<file path="src/hw/rtl/fibt_pkg.sv">
// shared constants, codes and types of the four-index basis transform
`timescale 1ns / 1ps

package fibt_pkg;

  // basis size and derived widths
  localparam int MAX_ORB = 8;
  localparam int OW      = $clog2(MAX_ORB);
  localparam int FW      = 4;
  localparam int SC_W    = $clog2(MAX_ORB + 1);
  localparam int TE_AW   = 4 * OW;
  localparam int MAT_AW  = 2 * OW;
  localparam int TE_DEPTH  = MAX_ORB ** 4;
  localparam int MAT_DEPTH = MAX_ORB ** 2;

  // fixed point format
  localparam int VW    = 48;
  localparam int FRAC  = 32;
  localparam int ACC_W = VW + 4;

  // item modes
  localparam logic [1:0] MODE_INT   = 2'd0;
  localparam logic [1:0] MODE_COEF  = 2'd1;
  localparam logic [1:0] MODE_OVLP  = 2'd2;
  localparam logic [1:0] MODE_QUERY = 2'd3;

  // result kinds
  localparam logic [1:0] KIND_TWO  = 2'd0;
  localparam logic [1:0] KIND_ONE  = 2'd1;
  localparam logic [1:0] KIND_SCAL = 2'd2;
  localparam logic [1:0] KIND_ACK  = 2'd3;

  typedef logic signed [VW-1:0]    val_t;
  typedef logic signed [ACC_W-1:0] acc_t;
  typedef logic [FW-1:0]           fidx_t;

endpackage

</file>
<file path="src/hw/rtl/fibt_qmul.sv">
// multi-cycle q32 multiplier with rounding and saturation, one 24x24 product a cycle
`timescale 1ns / 1ps

module fibt_qmul (
  input  logic           clk,
  input  logic           rst_n,
  input  logic           start,
  input  fibt_pkg::val_t x,
  input  fibt_pkg::val_t y,
  output logic           done,
  output fibt_pkg::val_t p
);

  localparam int VW   = fibt_pkg::VW;
  localparam int HW   = VW / 2;
  localparam int PW   = 2 * VW;
  localparam int MAGW = PW - fibt_pkg::FRAC;

  logic [VW-1:0]   ux_r;
  logic [VW-1:0]   uy_r;
  logic            neg_r;
  logic            run_r;
  logic [2:0]      cnt_r;
  logic [2*HW-1:0] pp_r;
  logic [1:0]      pp_sh_r;
  logic [PW-1:0]   prod_r;
  logic            done_r;
  fibt_pkg::val_t  p_r;

  logic [HW-1:0]   a_part;
  logic [HW-1:0]   b_part;
  logic [PW-1:0]   pp_shifted;
  logic [PW-1:0]   rsum;
  logic [MAGW-1:0] mag;
  logic [MAGW-1:0] lim;
  logic [VW-1:0]   mag_lo;
  fibt_pkg::val_t  res;

  // partial product selection
  always_comb begin
    a_part = cnt_r[0] ? ux_r[VW-1:HW] : ux_r[HW-1:0];
    b_part = cnt_r[1] ? uy_r[VW-1:HW] : uy_r[HW-1:0];
    case (pp_sh_r)
      2'd0:    pp_shifted = PW'(pp_r);
      2'd1:    pp_shifted = PW'(pp_r) << HW;
      default: pp_shifted = PW'(pp_r) << (2 * HW);
    endcase
  end

  // round half away from zero on the magnitude, then saturate
  always_comb begin
    rsum   = prod_r + (PW'(1) << (fibt_pkg::FRAC - 1));
    mag    = rsum[PW-1:fibt_pkg::FRAC];
    lim    = MAGW'(1) << (VW - 1);
    mag_lo = mag[VW-1:0];
    if (neg_r) begin
      res = (mag > lim) ? {1'b1, {(VW-1){1'b0}}} : -$signed(mag_lo);
    end else begin
      res = (mag >= lim) ? {1'b0, {(VW-1){1'b1}}} : $signed(mag_lo);
    end
  end

  // operand latch, product sequence and result
  always_ff @(posedge clk) begin
    if (!rst_n) begin
      run_r  <= 1'b0;
      done_r <= 1'b0;
      cnt_r  <= '0;
    end else begin
      done_r <= 1'b0;
      if (start) begin
        ux_r   <= x[VW-1] ? VW'(-x) : VW'(x);
        uy_r   <= y[VW-1] ? VW'(-y) : VW'(y);
        neg_r  <= x[VW-1] ^ y[VW-1];
        prod_r <= '0;
        cnt_r  <= '0;
        run_r  <= 1'b1;
      end else if (run_r) begin
        cnt_r <= cnt_r + 3'd1;
        if (cnt_r <= 3'd3) begin
          pp_r    <= a_part * b_part;
          pp_sh_r <= 2'(cnt_r[0]) + 2'(cnt_r[1]);
        end
        if (cnt_r >= 3'd1 && cnt_r <= 3'd4) begin
          prod_r <= prod_r + pp_shifted;
        end
        if (cnt_r == 3'd5) begin
          p_r    <= res;
          done_r <= 1'b1;
          run_r  <= 1'b0;
        end
      end
    end
  end

  assign done = done_r;
  assign p    = p_r;

endmodule
</file>
<file path="config.mk">
export PLATFORM = sky130hd
export DESIGN_NAME = fibt_qmul
export DESIGN_NICKNAME = d
export VERILOG_FILES = /design/src/hw/rtl/fibt_pkg.sv /design/src/hw/rtl/fibt_qmul.sv
export SDC_FILE = /design/constraint.sdc
export NUM_CORES = 2
export LEC_CHECK = 0
export BUFFER_PORTS_ARGS = -buffer_cell sky130_fd_sc_hd__buf_2
export CAP_MARGIN = 0
export CORE_MARGIN = 2
export CORE_UTILIZATION = 50
export CTS_CLUSTER_DIAMETER = 120
export DETAILED_ROUTE_END_ITERATION = 12
export PLACE_DENSITY = 0.67
export SETUP_SLACK_MARGIN = 0.1
export SLEW_MARGIN = 20
export SYNTH_ARGS = -nofsm -noshare
export SYNTH_HDL_FRONTEND = slang
export SYNTH_SLANG_ARGS = --single-unit
</file>
<file path="constraint.sdc">
create_clock -name clk -period 19 [get_ports clk]
set_input_delay 2.85 -clock clk [delete_from_list [all_inputs] [get_ports clk]]
set_output_delay 2.85 -clock clk [all_outputs]
set_load 0.005 [all_outputs]
</file>
==> results.yml <==
critical_path:
  crit_type: "reg2reg"
  path_max_fanout: 38
  crit_required_ns: 19.31
  cp-start-kind: "flop"
  endpoint_kind: "flop"
  crit_arrival_ns: 9.33
global_route:
  met2_usage_pct: 45.2
  grt_max_degree: 88
  grt-busiest-layer: "met2"
  overflow: 0
  grt_pass1_wl_mm: 184
  met1_usage_pct: 35.5
  grt_pass1_vias: 33200
  met3_usage_pct: 5.68
  track_usage_pct: 27.7
  antenna_found_initial: 1
clocking:
  cts_setup_buffers: 0
  clk-insertion-delay-late_ns: 0.59
  hold_buffers: 0
  cts_buffer_depth: 3
  cts_tree: "yes"
  postCtsResizedCells: 0
  ctsRootBufferMaster: "clkbuf_16"
  clock-sinks: 296
  path_clk_slew_ns: 0.06
  htreeDepth: 2
  cts_made_buffers: 37
synthesis:
  ys_warn_count: 0
  synth-edff-count: 291
  synth_top_area_share_pct: 23.7
  seq_area_frac_synth_pct: 21.6
  synth_nets: 5481
  ys_ff_latch: 296
  synth.cell_area_um2: 40800
  synth.distinct_cells: 84
  synth_area_per_cell_um2: 8.84
  synth_top_area_cell: "fa_1"
  async_reset_ff_share_pct: 0
  yosys-top-cells-area: "fa_1, edfxtp_1, ha_1, inv_1, nand2_1"
  synthCells: 4622
  synth_ff_type: "edfxtp_1"
routing:
  drc: 0
  drt_iter0_markers: 2423
  wl_mm: 117
  ant_nets: 0
  wl_per_cell_um: 20.4
  viasPerCell: 5.77
  via_count: 33100
  firstDrtPassIters: 5
place:
  dp_hpwl_mm: 93.0
  port_buffers: 147
  gp_congestion: 0.974
die:
  io_pins: 148
  die_h_um: 290
  placementRows: 104
  initial_core_util_pct: 50.6
  die_area_um2: 84000
  die_x_um: 290
  fp.coreArea_um2: 80700
timing:
  fmax_mhz: 111
  finClkSkew_ns: 0.0297
  finalHoldViolCount: 0
  fin_crit_ns: 9.02
  tightest_slew_ns: 1.21
  timing.max_slew.rel_slack_pct: 18.0
  rsz0062_at_grt: "false"
  slew_violations: 0
  setup_viol: 0
  tns_ns: 0
  fin_crit_sh_pct: 47.5
min_path:
  hp-class: "reg2reg"
status:
  outcome: "finished, final reports clean"
run:
  maxCapViolations: 0
finish:
  drive_gt1_share_pct: 8.16
  nets: 5511
  area_delta_synth_final_pct: 7.23
==> cells in the mapped netlist (all sizes together) (17+ instances only) <==
cell type and number:
a211oi 19, a21o 95, a21oi 213, a311oi 17
a31oi 18, and2 70, and3 33, clkbuf 202
edfxtp 291, fa 483, ha 277, inv 634
mux2 55, mux2i 81, nand2 535, nand2b 32
nand3 82, nand4 61, nor2 532, nor2b 18
nor3 64, nor4 28, o21ai 171, o21bai 35
o31ai 34, o41ai 19, or2 26, or3 26
or4 27, xnor2 198, xor2 73
==> area by class of cell <==
cell class	count	area [µm²]
antenna	1	2.50
fill	7495	36900
tap	1060	1330
clock buffer	43	970
multi-input combinational	3476	28900
clock inverter	24	213
sequential	296	8840
inverter	635	2380
timing repair buffer	206	1180
==> kinds of logic after synthesis <==
family	share of synthesized area, %
AO/OA/AOI/OAI	11.6
multiplexers	3.50
adder cells (fa/ha/maj)	32.2
AND/OR/NAND/NOR	17.5
XOR/XNOR	5.81
buffers and inverters	7.83
flip-flops	21.6
==> cell usage in the layout (no fill, tap or decap), drive strengths merged, types with 9 or more instances in the layout <==
master / n
a211oi: 19
a21boi: 9
a21o: 95
a21oi: 213
a221o: 9
a311oi: 17
a31oi: 18
and2: 70
and3: 33
and4: 10
buf: 206
clkbuf: 43
clkinv: 17
edfxtp: 291
fa: 483
ha: 277
inv: 636
mux2: 55
mux2i: 81
nand2: 535
nand2b: 32
nand3: 82
nand4: 61
nor2: 532
nor2b: 18
nor3: 64
nor3b: 13
nor4: 28
o211ai: 13
o21a: 11
o21ai: 171
o21bai: 35
o31ai: 34
o41ai: 19
or2: 26
or3: 26
or4: 27
xnor2: 198
xor2: 73
==> final timing paths <==
| check | from | endpoint | slack (ns) | cells past startpoint |
|---|---|---|---|---|
| min | cnt_r[2] | cnt_r[2] | 0.52 | 2 |
| max reg2reg | cnt_r[0] | pp_r[42] | 9.98 | 24 |
| min reg2reg | cnt_r[2] | cnt_r[2] | 0.52 | 2 |
| max | cnt_r[0] | pp_r[42] | 9.98 | 24 |
==> registers in the layout (all words and copies together) (netlist names) <==
register and count:
p 48, cnt_r 3, done 1, pp_sh_r 2, neg_r 1, run_r 1
pp_r 48, uy_r 48, prod_r 96, ux_r 48
==> stage by stage <==
step                setup slack, ns  instance area [µm²]  instances  utilization, %  hold slack, ns
floorplan                     10.73                40800       4622               -           0.479
global placement               9.86                42600       5673            52.8           0.498
detailed placement            10.01                42600       5673            52.8           0.506
CTS                            9.99                43800       5740            54.3           0.517
global route                   9.58                43800       5740            54.3           0.550
finish                         9.98                43800       5741            54.3           0.520
==> metal layers <==
layer	vias up	part of all wire (%)
li1	15400	-
met1	15900	41
met2	1478	45
met3	281	8.7
met4	0	5.2
met5	-	0
==> critical path, stage by stage (launching register included) <==
cell and delay (ns):
dfxtp_2 0.65, buf_4 0.56, mux2i_2 0.83, nor2_1 0.16, fa_1 0.52, ha_1 0.31, fa_1 0.55, ha_1 0.14
inv_1 0.05, fa_1 0.52, inv_1 0.05, fa_1 0.47, fa_1 0.49, ha_1 0.38, a21o_1 0.19, a21o_1 0.18
a21o_1 0.19, a21o_1 0.19, a221oi_1 0.60, o31ai_1 0.21, a41o_1 0.38, a221o_1 0.41, a21oi_1 0.32, nor4_1 0.10
a311o_1 0.28
Power is left out: the tool's default activity adds up to more than one toggle a clock period on the data nets, which glitch-free logic cannot reach.
